$ cat src/rtl/dpbp_pkg.sv
// shared types and constants for the depth pixel back projection block
// no dependencies; imported by every module of the block

package dpbp_pkg;

   // default largest frame side, sets the raster counter width
   localparam int unsigned MAX_SIDE_DEFAULT = 4096;

   // depth of the queue between the pixel front end and the projection back end
   localparam int unsigned QUEUE_DEPTH_DEFAULT = 4;

   // fixed field widths
   localparam int unsigned DEPTH_W  = 16;
   localparam int unsigned COLOUR_W = 24;
   localparam int unsigned SIDE_W   = 13;
   localparam int unsigned OFFS_W   = 14;
   localparam int unsigned SCALE_W  = 32;
   localparam int unsigned POS_W    = 32;
   localparam int unsigned POSZ_W   = 31;
   localparam int unsigned CSR_IDX_W  = 3;
   localparam int unsigned CSR_DATA_W = 32;
   localparam int unsigned REQ_DATA_W = 40;
   localparam int unsigned RSP_DATA_W = 120;

   // register indexes
   localparam logic [CSR_IDX_W-1:0] CSR_COLS_PER_ROW    = 3'd0;
   localparam logic [CSR_IDX_W-1:0] CSR_ROWS_PER_FRAME  = 3'd1;
   localparam logic [CSR_IDX_W-1:0] CSR_COL_OFFSET      = 3'd2;
   localparam logic [CSR_IDX_W-1:0] CSR_ROW_OFFSET      = 3'd3;
   localparam logic [CSR_IDX_W-1:0] CSR_INV_FOCAL_SCALE = 3'd4;
   localparam logic [CSR_IDX_W-1:0] CSR_INV_DEPTH_SCALE = 3'd5;

   // register reset values
   localparam logic [SIDE_W-1:0]  RST_COLS_PER_ROW    = 13'd640;
   localparam logic [SIDE_W-1:0]  RST_ROWS_PER_FRAME  = 13'd480;
   localparam logic [OFFS_W-1:0]  RST_COL_OFFSET      = 14'h3EC0;  // -320
   localparam logic [OFFS_W-1:0]  RST_ROW_OFFSET      = 14'h3F10;  // -240
   localparam logic [SCALE_W-1:0] RST_INV_FOCAL_SCALE = 32'd8590;
   localparam logic [SCALE_W-1:0] RST_INV_DEPTH_SCALE = 32'd4294967;

   // half lsb of q16.16 when rounding a q.32 product
   localparam logic [15:0] ROUND_HALF = 16'h8000;

   // per-pixel items that do not depend on the counter width
   typedef struct packed {
      logic [DEPTH_W-1:0]  depth_mm;
      logic [COLOUR_W-1:0] colour;
      logic                frame_end;
      logic                neg_x;
      logic                neg_y;
   } dpbp_pixel_type;

endpackage

$ cat src/rtl/dpbp_queue.sv
// short first-in first-out queue between the front end and the back end
// depends on dpbp_pkg for the default depth

module dpbp_queue import dpbp_pkg::*; #(
   parameter int unsigned WIDTH = 8,
   parameter int unsigned DEPTH = QUEUE_DEPTH_DEFAULT
) (
   input  logic             clock,
   input  logic             reset,
   input  logic             in_valid,
   output logic             in_ready,
   input  logic [WIDTH-1:0] in_data,
   output logic             out_valid,
   input  logic             out_ready,
   output logic [WIDTH-1:0] out_data
);

   localparam int unsigned PTR_W = (DEPTH > 1) ? $clog2(DEPTH) : 1;
   localparam int unsigned CNT_W = $clog2(DEPTH + 1);

   logic [WIDTH-1:0] data_ff [DEPTH];
   logic [PTR_W-1:0] wr_ptr_ff, wr_ptr_in;
   logic [PTR_W-1:0] rd_ptr_ff, rd_ptr_in;
   logic [CNT_W-1:0] count_ff, count_in;
   logic             push, pop;

   assign in_ready  = count_ff < CNT_W'(DEPTH);
   assign out_valid = count_ff != '0;
   assign out_data  = data_ff[rd_ptr_ff];
   assign push      = in_valid && in_ready;
   assign pop       = out_valid && out_ready;

   always_comb begin
      wr_ptr_in = wr_ptr_ff;
      rd_ptr_in = rd_ptr_ff;
      count_in  = count_ff;
      if (push) begin
         wr_ptr_in = (wr_ptr_ff == PTR_W'(DEPTH - 1)) ? '0 : wr_ptr_ff + PTR_W'(1);
      end
      if (pop) begin
         rd_ptr_in = (rd_ptr_ff == PTR_W'(DEPTH - 1)) ? '0 : rd_ptr_ff + PTR_W'(1);
      end
      case ({push, pop})
         2'b10:   count_in = count_ff + CNT_W'(1);
         2'b01:   count_in = count_ff - CNT_W'(1);
         default: count_in = count_ff;
      endcase
   end

   always_ff @(posedge clock) begin
      if (reset) begin
         wr_ptr_ff <= '0;
         rd_ptr_ff <= '0;
         count_ff  <= '0;
      end else begin
         wr_ptr_ff <= wr_ptr_in;
         rd_ptr_ff <= rd_ptr_in;
         count_ff  <= count_in;
      end
   end

   always_ff @(posedge clock) begin
      if (push) begin
         data_ff[wr_ptr_ff] <= in_data;
      end
   end

   a_count_bound: assert property (@(posedge clock) disable iff (reset)
      count_ff <= CNT_W'(DEPTH))
      else $error("queue fill beyond depth");

   a_push_only: assert property (@(posedge clock) disable iff (reset)
      (push && !pop) |=> (count_ff == $past(count_ff) + CNT_W'(1)))
      else $error("queue fill did not follow a push");

endmodule

$ cat config.mk
export PLATFORM = sky130hd
export DESIGN_NAME = dpbp_queue
export DESIGN_NICKNAME = d
export VERILOG_FILES = /design/src/rtl/dpbp_pkg.sv /design/src/rtl/dpbp_queue.sv
export SDC_FILE = /design/constraint.sdc
export NUM_CORES = 1
export LEC_CHECK = 0
export BUFFER_PORTS_ARGS = -buffer_cell sky130_fd_sc_hd__buf_2
export CAP_MARGIN = 20
export CORE_MARGIN = 5
export CORE_UTILIZATION = 50
export CTS_BUF_LIST = sky130_fd_sc_hd__clkbuf_2 sky130_fd_sc_hd__clkbuf_4 sky130_fd_sc_hd__clkbuf_8
export CTS_CLUSTER_SIZE = 25
export DETAILED_ROUTE_END_ITERATION = 12
export PLACE_DENSITY = 0.71
export RECOVER_POWER = 100
export REMOVE_ABC_BUFFERS = 1
export SETUP_SLACK_MARGIN = 0.5
export SLEW_MARGIN = 20
export SYNTH_ARGS = -nofsm -noshare
export SYNTH_HDL_FRONTEND = slang
export SYNTH_SLANG_ARGS = --single-unit
$ cat constraint.sdc
create_clock -name clock -period 4.5 [get_ports clock]
set_clock_uncertainty 0.05 [all_clocks]
set_input_delay 0.45 -clock clock [delete_from_list [all_inputs] [get_ports clock]]
set_output_delay 0.45 -clock clock [all_outputs]
set_load 0.05 [all_outputs]
==> key figures <==
Floorplanning
  – Die area: 0.00452 sq mm
  – Die extent in x: 67.2 microns
  – Row cnt: 20
  – IO Count: 22
  – Die Ht: 67.2 microns
  – Core area: 0.00310 sq mm
  – Initial core utilization: 0.528

Clock network
  – Reg clk slew, reported paths: 0.12 ns
  – Count of hold-fix buffers inserted at cts: 0
  – CTS tree: done
  – Clk sinks: 41
  – CTS Buf Count: 5
  – Clock Latency Late Sink: 0.34 ns
  – Post-cts resize count: 0
  – CTS root buf: clkbuf_4
  – CTS max path bufs: 2
  – Post CTS Setup Buffer Count: 0
  – Htree depth: 2

GRT
  – First-pass GRT wire length: 3850 microns
  – Global route overflow: 0
  – GRT Resource Usage Total: 0.126
  – Initial antenna violation count: 0
  – Vias in the first global route: 809
  – Largest net degree at the start of global routing: 14

Detailed routing
  – Final wirelength: 2400 microns
  – Drt wl/cell: 14.7 microns
  – Drt pass-1 iters: 2
  – Number of nets still failing antenna checks after routing: 0
  – Number of DRC markers in iteration 0: 37
  – Vias: 824
  – DR vias/cell: 5.06
  – Drt drc: 0

Critical path
  – Worst Setup Start Kind: flip-flop
  – Req. time, crit path: 4.00 ns
  – Crit Path Class: reg -> out
  – Critical Path Sink Type: output pin
  – Max Fanout on Critical Path: 8
  – Crit path max-delay family: flip-flops
  – Slowest Stage Delay on Critical Path: 0.69 ns
  – FF-to-FF Start: count_ff[0]
  – Slowest stage cell on the critical path: dfxtp_1
  – Crit path buffers/inverters: 1
  – Data arrival time of the worst path: 1.93 ns
  – CP cell instances: mux4_2 > clkbuf_1

Synthesis
  – Sequential area share after synthesis: 0.697
  – Netlist cell types: 21
  – Number of flops mapped to enable cells by yosys: 32
  – Yosys reg bits: 41
  – Share of synthesized flip-flops with an asynchronous set or reset: 0
  – Syn Std Cell Area: 0.00164 sq mm
  – Most used DFF post-synth: edfxtp_1
  – Syn_area_per_cell: 17.6 sq um
  – YS warnings: 0
  – Cells after Synth: 93

Status
  – Outcome: finished clean

Cells and area
  – FILL cells: 272
  – Final Instance Area: 0.00182 sq mm
  – Proportion of layout cells with a drive suffix above 1: 0.151
  – Layout Nets: 137
  – Area Overhead vs Synth: 10.9%
  – Antenna diodes: 0
  – Area occupied by registers: 0.00114 sq mm
  – Multi-input logic area: 429 sq um

Power
  – Cell Int Power: 691 uW
  – Worst IR drop on VDD: 0.000302 V
  – Clock share of power: 0.211
  – Combinational power share: 0.328
  – Lkg Pwr: 0.626 nW
  – Power Density: 606 mW/mm^2
  – Switching Share: 0.373
  – Switching power: 411 uW
  – Flop pwr share: 0.461

Place
  – GPL Wtd Cong: 0.681
  – Cell Area, Placed: 0.00178 sq mm
  – HPWL after DPL: 1690 microns
  – Buffers on Ports: 21

STA
  – RSZ-0062 raised after global routing: false
  – # setup viols final: 0
  – Worst Tran Pin Value: 0.635 ns
  – Fin crit period: 2.43 ns
  – Tcrit/Tclk final: 0.539
  – Max Clk Rate: 0.412 GHz
  – Rel. slew slack: 0.576
  – Fin. max-slew vios: 0
  – Endpoints failing hold: 0
  – Setup_tns: 0 ns

Flow run
  – Maxcap violations: 0

Hold path
  – Min-delay src: in_data[0]
  – Hold crit path type: in -> reg
[power by group through the flow]
stage               Clock (mW)  Combinational, mW  Sequential [mW]
floorplan                    0              0.313            0.510
global placement             0              0.376            0.522
detailed placement           0              0.385            0.524
CTS                      0.235              0.385            0.516
global route             0.255              0.391            0.518
finish                   0.232              0.361            0.508
[through the flow]
step	hold WS, ns	utilization	setup WS, ns	power, mW	std cells
global route	0.294	0.585	1.89	1.16	163
finish	0.303	0.585	2.07	1.10	163
floorplan	0.412	-	2.55	0.823	90
global placement	0.427	0.573	2.41	0.898	155
CTS	0.250	0.598	2.10	1.14	163
detailed placement	0.440	0.573	2.35	0.909	155
[state kept, by name, indices dropped and copies added, names as in the netlist, named ones only]
register,count
rd_ptr_ff,2
count_ff,3
data_ff,32
wr_ptr_ff,2
[synth_stat cells, types with 2 or more instances]
cell	n	area share
and2_1	4	0.015
dfxtp_1	9	0.11
a21oi_1	2	0.0061
xor2_1	2	0.011
edfxtp_1	32	0.59
mux2i_1	3	0.018
mux4_2	8	0.11
or3_1	2	0.0076
nor2_1	7	0.016
inv_1	8	0.018
ha_1	6	0.046
[final timing paths]
kind	slack [ns]	to	cells past startpoint
max	2.07	out_data[1]	2
min	0.30	data_ff[3][0]	1
max reg2reg	2.43	count_ff[2]	8
min reg2reg	0.46	flip-flop	2
[logic make-up (layout without fill, tap and decap cells)]
family                     count (synthesis)  after routing  synth area share
and+or+nand+nor                           16             16            0.0481
muxes                                     11             11             0.128
adders and majority gates                  7              7            0.0581
DFF                                       41             41             0.697
AOI/OAI and AO/OA                          5              5            0.0275
xor gates and xnor gates                   2              2            0.0107
buffers and inverters                     11             37            0.0306
[placed cells by master (no fill, tap or decap)]
master,n
buf_2,3
nand3_1,1
or3_1,2
clkbuf_1,18
xor2_1,2
inv_1,8
o31ai_1,1
clkinvlp_4,1
ha_1,6
o21ai_0,1
nand2_1,1
clkinv_1,1
nor2b_1,1
dfxtp_1,9
bufinv_16,1
fa_1,1
nor2_1,7
edfxtp_1,32
a21oi_1,3
mux2i_1,3
clkbuf_4,5
and2_0,4
mux4_2,8
[routing by layer]
metal,global-route usage,vias up,share of wire
li1,-,392,-
met4,0.0684,0,0.024
met5,0,-,0
met3,0.0582,6,0.052
met1,0.137,407,0.41
met2,0.202,19,0.51
[final cells by class]
cell class              count  area share
flip-flops and latches     41       0.628
multi-input cells          41       0.236
repair buffers             21      0.0455
well taps                  44      0.0303
clock inverters             3      0.0227
clock buffers               5      0.0207
inverters                   8      0.0165
[worst reg2reg max path: cells and delay by family (launching register included)]
kind	cells	cell delay, ns
flops	1	0.36
simple gates	1	0.30
compound gates	2	0.65
fa+ha+maj	2	0.40
xor+xnor	1	0.07
buf+inv	2	0.19
(Power assumes the default switching activity.)
