### config.mk
export PLATFORM = sky130hd
export DESIGN_NAME = dpbp_front
export DESIGN_NICKNAME = d
export VERILOG_FILES = /design/src/rtl/dpbp_pkg.sv /design/src/rtl/dpbp_front.sv
export SDC_FILE = /design/constraint.sdc
export NUM_CORES = 1
export LEC_CHECK = 0
export ABC_AREA = 1
export BUFFER_PORTS_ARGS = -buffer_cell sky130_fd_sc_hd__clkbuf_2
export CORE_UTILIZATION = 40
export DETAILED_ROUTE_END_ITERATION = 10
export GPL_TIMING_DRIVEN = 0
export PLACE_DENSITY = 0.69
export SLEW_MARGIN = 20
export SYNTH_ARGS = -nofsm -noshare
export SYNTH_HDL_FRONTEND = slang
export SYNTH_SLANG_ARGS = --single-unit
### constraint.sdc
create_clock -name clock -period 2.65 [get_ports clock]
set_clock_uncertainty 0.05 [all_clocks]
set_input_delay 0.265 -clock clock [delete_from_list [all_inputs] [get_ports clock]]
set_output_delay 0.265 -clock clock [all_outputs]
set_load 0.05 [all_outputs]
### src/rtl/dpbp_pkg.sv
// shared types and constants for the depth pixel back projection block
// no dependencies; imported by every module of the block

package dpbp_pkg;

   // default largest frame side, sets the raster counter width
   localparam int unsigned MAX_SIDE_DEFAULT = 4096;

   // depth of the queue between the pixel front end and the projection back end
   localparam int unsigned QUEUE_DEPTH_DEFAULT = 4;

   // fixed field widths
   localparam int unsigned DEPTH_W  = 16;
   localparam int unsigned COLOUR_W = 24;
   localparam int unsigned SIDE_W   = 13;
   localparam int unsigned OFFS_W   = 14;
   localparam int unsigned SCALE_W  = 32;
   localparam int unsigned POS_W    = 32;
   localparam int unsigned POSZ_W   = 31;
   localparam int unsigned CSR_IDX_W  = 3;
   localparam int unsigned CSR_DATA_W = 32;
   localparam int unsigned REQ_DATA_W = 40;
   localparam int unsigned RSP_DATA_W = 120;

   // register indexes
   localparam logic [CSR_IDX_W-1:0] CSR_COLS_PER_ROW    = 3'd0;
   localparam logic [CSR_IDX_W-1:0] CSR_ROWS_PER_FRAME  = 3'd1;
   localparam logic [CSR_IDX_W-1:0] CSR_COL_OFFSET      = 3'd2;
   localparam logic [CSR_IDX_W-1:0] CSR_ROW_OFFSET      = 3'd3;
   localparam logic [CSR_IDX_W-1:0] CSR_INV_FOCAL_SCALE = 3'd4;
   localparam logic [CSR_IDX_W-1:0] CSR_INV_DEPTH_SCALE = 3'd5;

   // register reset values
   localparam logic [SIDE_W-1:0]  RST_COLS_PER_ROW    = 13'd640;
   localparam logic [SIDE_W-1:0]  RST_ROWS_PER_FRAME  = 13'd480;
   localparam logic [OFFS_W-1:0]  RST_COL_OFFSET      = 14'h3EC0;  // -320
   localparam logic [OFFS_W-1:0]  RST_ROW_OFFSET      = 14'h3F10;  // -240
   localparam logic [SCALE_W-1:0] RST_INV_FOCAL_SCALE = 32'd8590;
   localparam logic [SCALE_W-1:0] RST_INV_DEPTH_SCALE = 32'd4294967;

   // half lsb of q16.16 when rounding a q.32 product
   localparam logic [15:0] ROUND_HALF = 16'h8000;

   // per-pixel items that do not depend on the counter width
   typedef struct packed {
      logic [DEPTH_W-1:0]  depth_mm;
      logic [COLOUR_W-1:0] colour;
      logic                frame_end;
      logic                neg_x;
      logic                neg_y;
   } dpbp_pixel_type;

endpackage

### src/rtl/dpbp_front.sv
// pixel front end: raster counters, line and frame end, signed pixel offsets
// depends on dpbp_pkg

module dpbp_front import dpbp_pkg::*; #(
   parameter int unsigned MAX_SIDE = MAX_SIDE_DEFAULT,
   parameter int unsigned CNT_W    = $clog2(MAX_SIDE),
   parameter int unsigned MAG_W    = ((CNT_W + 1 > OFFS_W) ? CNT_W + 1 : OFFS_W)
) (
   input  logic                 clock,
   input  logic                 reset,
   input  logic                 pix_valid,
   output logic                 pix_ready,
   input  logic [DEPTH_W-1:0]   pix_depth,
   input  logic [COLOUR_W-1:0]  pix_colour,
   input  logic [SIDE_W-1:0]    cols_per_row,
   input  logic [SIDE_W-1:0]    rows_per_frame,
   input  logic [OFFS_W-1:0]    col_offset,
   input  logic [OFFS_W-1:0]    row_offset,
   output logic                 push_valid,
   input  logic                 push_ready,
   output logic [MAG_W-1:0]     push_mag_x,
   output logic [MAG_W-1:0]     push_mag_y,
   output dpbp_pixel_type       push_pixel
);

   localparam int unsigned G_W = MAG_W + 1;

   logic [CNT_W-1:0] col_ff, col_in;
   logic [CNT_W-1:0] row_ff, row_in;
   logic [31:0]      width_clamp, height_clamp;
   logic [CNT_W-1:0] last_col, last_row;
   logic             line_end, frame_end, accept;
   logic [G_W-1:0]   g_x, g_y, ng_x, ng_y;

   always_comb begin
      if (cols_per_row == '0) begin
         width_clamp = 32'd1;
      end else if ({19'd0, cols_per_row} > 32'(MAX_SIDE)) begin
         width_clamp = 32'(MAX_SIDE);
      end else begin
         width_clamp = {19'd0, cols_per_row};
      end
      if (rows_per_frame == '0) begin
         height_clamp = 32'd1;
      end else if ({19'd0, rows_per_frame} > 32'(MAX_SIDE)) begin
         height_clamp = 32'(MAX_SIDE);
      end else begin
         height_clamp = {19'd0, rows_per_frame};
      end
   end

   assign last_col  = CNT_W'(width_clamp - 32'd1);
   assign last_row  = CNT_W'(height_clamp - 32'd1);
   assign line_end  = col_ff >= last_col;
   assign frame_end = line_end && (row_ff >= last_row);

   // signed position relative to the optical centre
   assign g_x  = {{(G_W-CNT_W){1'b0}}, col_ff} + {{(G_W-OFFS_W){col_offset[OFFS_W-1]}}, col_offset};
   assign g_y  = {{(G_W-CNT_W){1'b0}}, row_ff} + {{(G_W-OFFS_W){row_offset[OFFS_W-1]}}, row_offset};
   assign ng_x = '0 - g_x;
   assign ng_y = '0 - g_y;

   assign push_valid = pix_valid;
   assign pix_ready  = push_ready;
   assign accept     = pix_valid && push_ready;

   assign push_mag_x           = g_x[G_W-1] ? ng_x[MAG_W-1:0] : g_x[MAG_W-1:0];
   assign push_mag_y           = g_y[G_W-1] ? ng_y[MAG_W-1:0] : g_y[MAG_W-1:0];
   assign push_pixel.depth_mm  = pix_depth;
   assign push_pixel.colour    = pix_colour;
   assign push_pixel.frame_end = frame_end;
   assign push_pixel.neg_x     = g_x[G_W-1];
   assign push_pixel.neg_y     = g_y[G_W-1];

   always_comb begin
      col_in = col_ff;
      row_in = row_ff;
      if (accept) begin
         if (line_end) begin
            col_in = '0;
            row_in = frame_end ? '0 : row_ff + CNT_W'(1);
         end else begin
            col_in = col_ff + CNT_W'(1);
         end
      end
   end

   always_ff @(posedge clock) begin
      if (reset) begin
         col_ff <= '0;
         row_ff <= '0;
      end else begin
         col_ff <= col_in;
         row_ff <= row_in;
      end
   end

   a_line_wrap: assert property (@(posedge clock) disable iff (reset)
      (accept && line_end && !frame_end) |=> (col_ff == '0 && row_ff == $past(row_ff) + CNT_W'(1)))
      else $error("line end did not advance the row");

   a_frame_wrap: assert property (@(posedge clock) disable iff (reset)
      (accept && frame_end) |=> (col_ff == '0 && row_ff == '0))
      else $error("frame end did not clear the counters");

endmodule

==> results of run 1 <==
## cell type report
| type | count | share of cell area, % |
|---|---|---|
| Buffer | 48 | 5.050 |
| Tap cell | 147 | 2.426 |
| Clock buffer | 3 | 0.9903 |
| Timing Repair Buffer | 176 | 17.38 |
| Multi-Input combinational cell | 650 | 61.18 |
| Sequential cell | 24 | 6.833 |
| Inverter | 118 | 6.140 |
## power groups by stage
stage	registers, mW	logic (mW)	clock network [mW]
3_5_place_dp	0.373	0.880	0
2_1_floorplan	0.372	0.687	0
6_report	0.360	1.13	0.332
4_1_cts	0.363	1.00	0.338
3_3_place_gp	0.373	0.872	0
5_1_grt	0.360	1.21	0.350
## metrics by stage
| stage | setup slack, ps | hold WS (ps) |
|---|---|---|
| floorplan | -87.57 | 284.1 |
| global placement | -710.4 | 470.8 |
| detailed placement | -735.9 | 485.6 |
| CTS | -340.2 | 220.7 |
| global route | -472.5 | 219.0 |
| finish | -290.1 | 218.3 |
## flip-flops by register name, summed over array words and instances, names as in the netlist
name / count
row_ff: 12
col_ff: 12
## cells by family (layout without fill, tap and decap cells)
logic type / Yosys count / count (layout) / synth area share (%)
AO/OA/AOI/OAI: 66 / 66 / 7.478
XOR/XNOR: 48 / 48 / 8.758
adder cells (fa/ha/maj): 56 / 56 / 14.65
buffers and inverters: 167 / 345 / 16.62
flip-flops: 24 / 24 / 9.834
AND/OR/NAND/NOR: 479 / 480 / 42.66
## repair_timing
item                       in CTS  in global routing
setup buffers                  22                 21
hold buffers                    0                  0
gates resized for setup       140                185
cloned                          5                  1
setup endpoints to repair      52                 51
pin swaps                      51                 84
## cell usage after synthesis, drive strengths merged
library cell,count
nand2,269
inv,118
nor2,99
nand3,65
ha,54
buf,49
xor2,33
a21oi,32
nand4,27
dfxtp,24
o21ai,23
xnor2,15
nor3,7
nand3b,5
a21boi,4
and2,2
fa,2
nor3b,2
nor4,2
o21a,2
o21bai,2
o22ai,2
a31oi,1
or2,1
## worst min-delay path by stage
| stage | startpoint | end | depth (start not counted) |
|---|---|---|---|
| after floorplan | reset | col_ff[1] | 1 |
| after global placement | row_ff[11] | row_ff[11] | 2 |
| after detailed placement | row_ff[11] | row_ff[11] | 2 |
| after CTS | reset | col_ff[1] | 2 |
| after global routing | reset | col_ff[1] | 2 |
| final | reset | col_ff[1] | 2 |
## routing by layer
metal / track usage, % / share of wire, % / vias to the layer above / routed length, um
met5: 0 / 0 / - / 0
met4: 6.133 / 1.7 / 0 / 219
met3: 0.8639 / 4.0 / 14 / 523
met2: 34.99 / 49 / 158 / 6457
met1: 24.85 / 45 / 2444 / 5950
li1: - / - / 2987 / -
==> flow_summary.toml, run 1 <==
[global_routing]
grt_pass1_wl_mm = 20.70
overflow = 0
antenna_found_initial = 0
grt_max_degree = 13
grt_util_all_layers_pct = 19.40
grt_pass1_vias = 4840

[synth]
synthesis.nets = 994
synth_top_area_share_pct = 19.59
yosys.area.top_type = "nand2_1"
synth-seq-cells = 24
yosysSeqAreaShare_pct = 9.834
avgSynthCellArea_um2 = 5.817
yosysWarnings = 0
synth.distinct_cells = 36
syn_inst = 840
syn-cell-area_um2 = 4886
ys_top_cells_by_area = "nand2_1, ha_1, dfxtp_1, inv_1, nor2_1"

[setup_path]
critPathTopFamily = "simple AND/OR/NAND/NOR gates"
cp-end-kind = "output port"
crit_path_start = "row_ff[0]"
crit_type = "flip-flop to output port"
critical_path_buf_inv_count = 3
crit_end = "push_mag_y[12]"
reg2reg_slack_ps = 360
path_depth = 15
r2r_cells = 17
crit_path_frequent_cell = "nand2_2"
start_kind = "flip-flop"
r2r_start = "col_ff[0]"
worst_ep_required_time_ps = 2340
arrival_ps = 2630
critPathMaxFanout = 3
crit_chain = "ha_4 -> fa_2 -> inv_2 -> buf_6 -> ha_4 -> nand4_1 -> nor2_2 -> nand2_2 -> nor2_4 -> nand2_2 -> nand2_4 -> nand2_2 -> nand2_2 -> nand2_2 -> buf_8"
cp_slowest_stage_delay_ps = 460
rr_endpoint = "col_ff[0]"
cp_slowest_cell = "fa_2"

[timing]
post-route-min-period_ps = 2940
finalSetupViolCount = 37
slew_headroom_pct = 69.13
finalSetupTns_ps = -5551
worst_pin_slew_ps = 463.0
fin_ws_ps = -290.1
post-route-period-util_pct = 110.9
maxSlewViolCount = 0
hold_violations = 0
grt_setup_unrepaired = "yes"
fmax_mhz = 340.1

[floorplanning]
die_width_um = 112.5
fp.dieArea_um2 = 12660
io_pins = 171
row_count = 40
initial_utilization_pct = 40.85
die_y_um = 112.5
core_area_um2 = 11960

[clock_tree]
htreeDepth = 1
clk_pin_slew_ps = 60
clk_path_buf_depth = 2
root_buffer = "clkbuf_16"
cts_tree = "built"
cts.sinks = 24
numCtsBuffers = 3
clock_latency_ps = 260

[final_layout]
fin_util_pct = 63.38
num-nets-final = 1175
final_common_cell = "nand2_1"
final_cell_mix = "nand2_1, inv_1, clkbuf_2, buf_4, nor2_1"
ff_latch_area_um2 = 518.0
fill_cells = 1126
multi_input_area_um2 = 4638
syn_to_final_growth_pct = 55.16
instances_no_fill = 1166
layout-drive-gt1-share_pct = 42.79
diodes = 0
design_area_um2 = 7581

[job]
maxCapViolCount = 0

[pwr]
power_mw = 1.821
p_seq_share_pct = 19.8
p_comb_share_pct = 62.0
internal_power_mw = 0.9951
p_per_area_nw_per_um2 = 240.1
p_leak_nw = 3.816
ir_worst_vdd_mv = 0.1562
p_sw_mw = 0.8254
p_sw_share_pct = 45.34
clkPwrFrac_pct = 18.2

[drt]
finalWirelength_mm = 13.15
detail-route-antenna-nets = 0
vias = 5603
wl_per_cell_um = 11.28
viasPerCell = 4.805
drtIter0Drc = 268
drc = 0
dr.pass1.iters = 4

[hold_path]
hp-class = "input pin to flip-flop"

[placed_design]
port_buffers = 130
gp_congestion = 0.9260
post-place-cells = 1117
dp_hpwl_mm = 9.942
dpl_cell_area_um2 = 5941

[status]
violations = "setup timing"
status = "complete, but fails checks"
Power figures use the tool's default switching activity.
==> inputs of run 2 (changes only) <==
- CORE_ASPECT_RATIO: default -> 2
- CORE_UTILIZATION: 40 -> 47
- PLACE_DENSITY: 0.69 -> 0.79
- SETUP_SLACK_MARGIN: default -> 0.3
==> run 2 against run 1 <==
The run still ends with setup timing left. Sequential share of layout area is 0.58 points lower. Clock power rose by 2%. Critical path type is now input pin to output port. Global-route usage grew 9.8 points. Core utilization rose by 20 points. Largest power group unchanged. Worst setup slack worse by 170 ps. Fmax shrank 5.5%. First-iteration DRC count rose by 84%. Critical endpoint is now push_pixel[2].
==> flow_summary.toml, run 2 (synthesized netlist as in run 1, its figures left out) <==
[setup_path]
crit_type = "input pin to output port"
worst_ep_required_time_ps = 2340
crit_chain = "buf_8 -> nor4_4 -> nand2_2 -> nand2_4 -> buf_6 -> nand2_4 -> ha_4 -> nand2_2 -> xor2_1 -> inv_1 -> ha_4 -> nand2_4 -> nor3_2 -> nand3_1 -> inv_1 -> nand2_2 -> nand2_4 -> nand2_4 -> inv_2 -> buf_8 -> clkbuf_16"
critPathTopFamily = "simple AND/OR/NAND/NOR gates"
critPathMaxFanout = 5
crit_path_frequent_cell = "nand2_4"
cp_slowest_cell = "nor4_4"
start_kind = "input pin"
cp-end-kind = "output port"
arrival_ps = 2790
cp_slowest_stage_delay_ps = 290
critical_path_buf_inv_count = 7

[global_routing]
grt_util_all_layers_pct = 29.23
antenna_found_initial = 0
grt_pass1_wl_mm = 25.52
grt_pass1_vias = 5962
overflow = 0
grt_max_degree = 14

[final_layout]
design_area_um2 = 8438
fill_cells = 569
final_cell_mix = "nand2_1, inv_1, clkbuf_2, buf_4, nor2_1"
num-nets-final = 1199
diodes = 0
syn_to_final_growth_pct = 72.70
final_common_cell = "nand2_1"
layout-drive-gt1-share_pct = 49.52
fin_util_pct = 83.67
reg_top3 = "col_ff: 12 flops, row_ff: 12 flops"

[timing]
grt_setup_unrepaired = "yes"
post-route-min-period_ps = 3110
fmax_mhz = 321.6
post-route-period-util_pct = 117.4
fin_ws_ps = -459.8
maxSlewViolCount = 0
slew_headroom_pct = 71.79
finalSetupViolCount = 49
worst_pin_slew_ps = 423.2
hold_violations = 0

[clock_tree]
cts.sinks = 24
cts_tree = "built"
clock_latency_ps = 260
htreeDepth = 1
clk_path_buf_depth = 2
numCtsBuffers = 3
root_buffer = "clkbuf_16"
clk_pin_slew_ps = 60
ctsHoldBuffers = 0

[status]
violations = "setup timing"
status = "complete, but fails checks"

[floorplanning]
initial_utilization_pct = 48.45
row_count = 52
core_area_um2 = 10080
die_y_um = 146.2
fp.dieArea_um2 = 10830
io_pins = 171
die_width_um = 74.10

[drt]
finalWirelength_mm = 20.38
vias = 6600
wl_per_cell_um = 17.29
viasPerCell = 5.598
detail-route-antenna-nets = 0
dr.pass1.iters = 6
drtIter0Drc = 492
drc = 0

[pwr]
ir_worst_vdd_mv = 0.2351
power_mw = 2.024
p_sw_share_pct = 46.14
internal_power_mw = 1.090
p_per_area_nw_per_um2 = 239.8
p_comb_share_pct = 65.5
p_seq_share_pct = 17.7
clkPwrFrac_pct = 16.8
p_sw_mw = 0.9337
p_leak_nw = 4.076

[job]
maxCapViolCount = 0

[placed_design]
port_buffers = 130
place_ws_ps = -734.6
dp_hpwl_mm = 11.53
dpl_cell_area_um2 = 6390
gp_congestion = 1.002

[hold_path]
hp-class = "input pin to flip-flop"
==> run 2: cell type report <==
type / count / area, um2 / area share, %
clock buffers: 4 / 78.83 / 0.9342
inverters: 118 / 466.7 / 5.531
flip-flops and latches: 24 / 528.0 / 6.257
plain buffers: 49 / 402.9 / 4.775
repair buffers: 200 / 1717 / 20.34
multi-input cells: 649 / 5076 / 60.16
well taps: 135 / 168.9 / 2.002
==> run 2: worst paths after layout <==
check / startpoint / cells after the start / to / slack, ps
hold reg to reg: row_ff[1] / 2 / row_ff[1] / 480
setup / recovery: cols_per_row[8] / 21 / push_pixel[2] / -460
hold / removal: reset / 2 / row_ff[11] / 240
setup reg to reg: col_ff[0] / 18 / col_ff[4] / 160
==> run 2: power by group through the flow <==
stage          Sequential (mW)  Combinational (mW)  Clock, mW
2_1_floorplan            0.371               0.760          0
3_3_place_gp             0.372               0.951          0
3_5_place_dp             0.372               0.960          0
4_1_cts                  0.363                1.16      0.339
5_1_grt                  0.359                1.40      0.361
6_report                 0.359                1.33      0.340
==> run 2: worst register-to-register path: cells and delay by family (launching register included) <==
| family | cells | cell delay (ps) |
|---|---|---|
| AO/OA/AOI/OAI | 2 | 280 |
| adder cells (fa/ha/maj) | 1 | 290 |
| buffers and inverters | 7 | 790 |
| flip-flops | 1 | 370 |
| AND/OR/NAND/NOR | 8 | 640 |
==> run 2: what timing repair did <==
item                       4_1_cts  5_1_grt
pin swaps                       66       79
setup endpoints to repair       53       53
setup buffers                   37       29
resized for setup              189      168
gates cloned                     3        1
==> run 2: metrics by stage <==
step / hold WS [ps] / std cells / setup TNS (ps)
final: 237.7 / 1179 / -13430
after global routing: 242.1 / 1179 / -18630
after CTS: 215.6 / 1149 / -5755
after detailed placement: 446.4 / 1105 / -10410
after global placement: 443.6 / 1105 / -9945
after floorplan: 284.1 / 840 / -22.05
==> run 2: per-layer routing <==
layer  part of all wire, %  track usage [%]
met2                    54            59.82
met3                   6.5            4.003
met5                     0                0
met1                    33            25.59
met4                   6.7            13.46
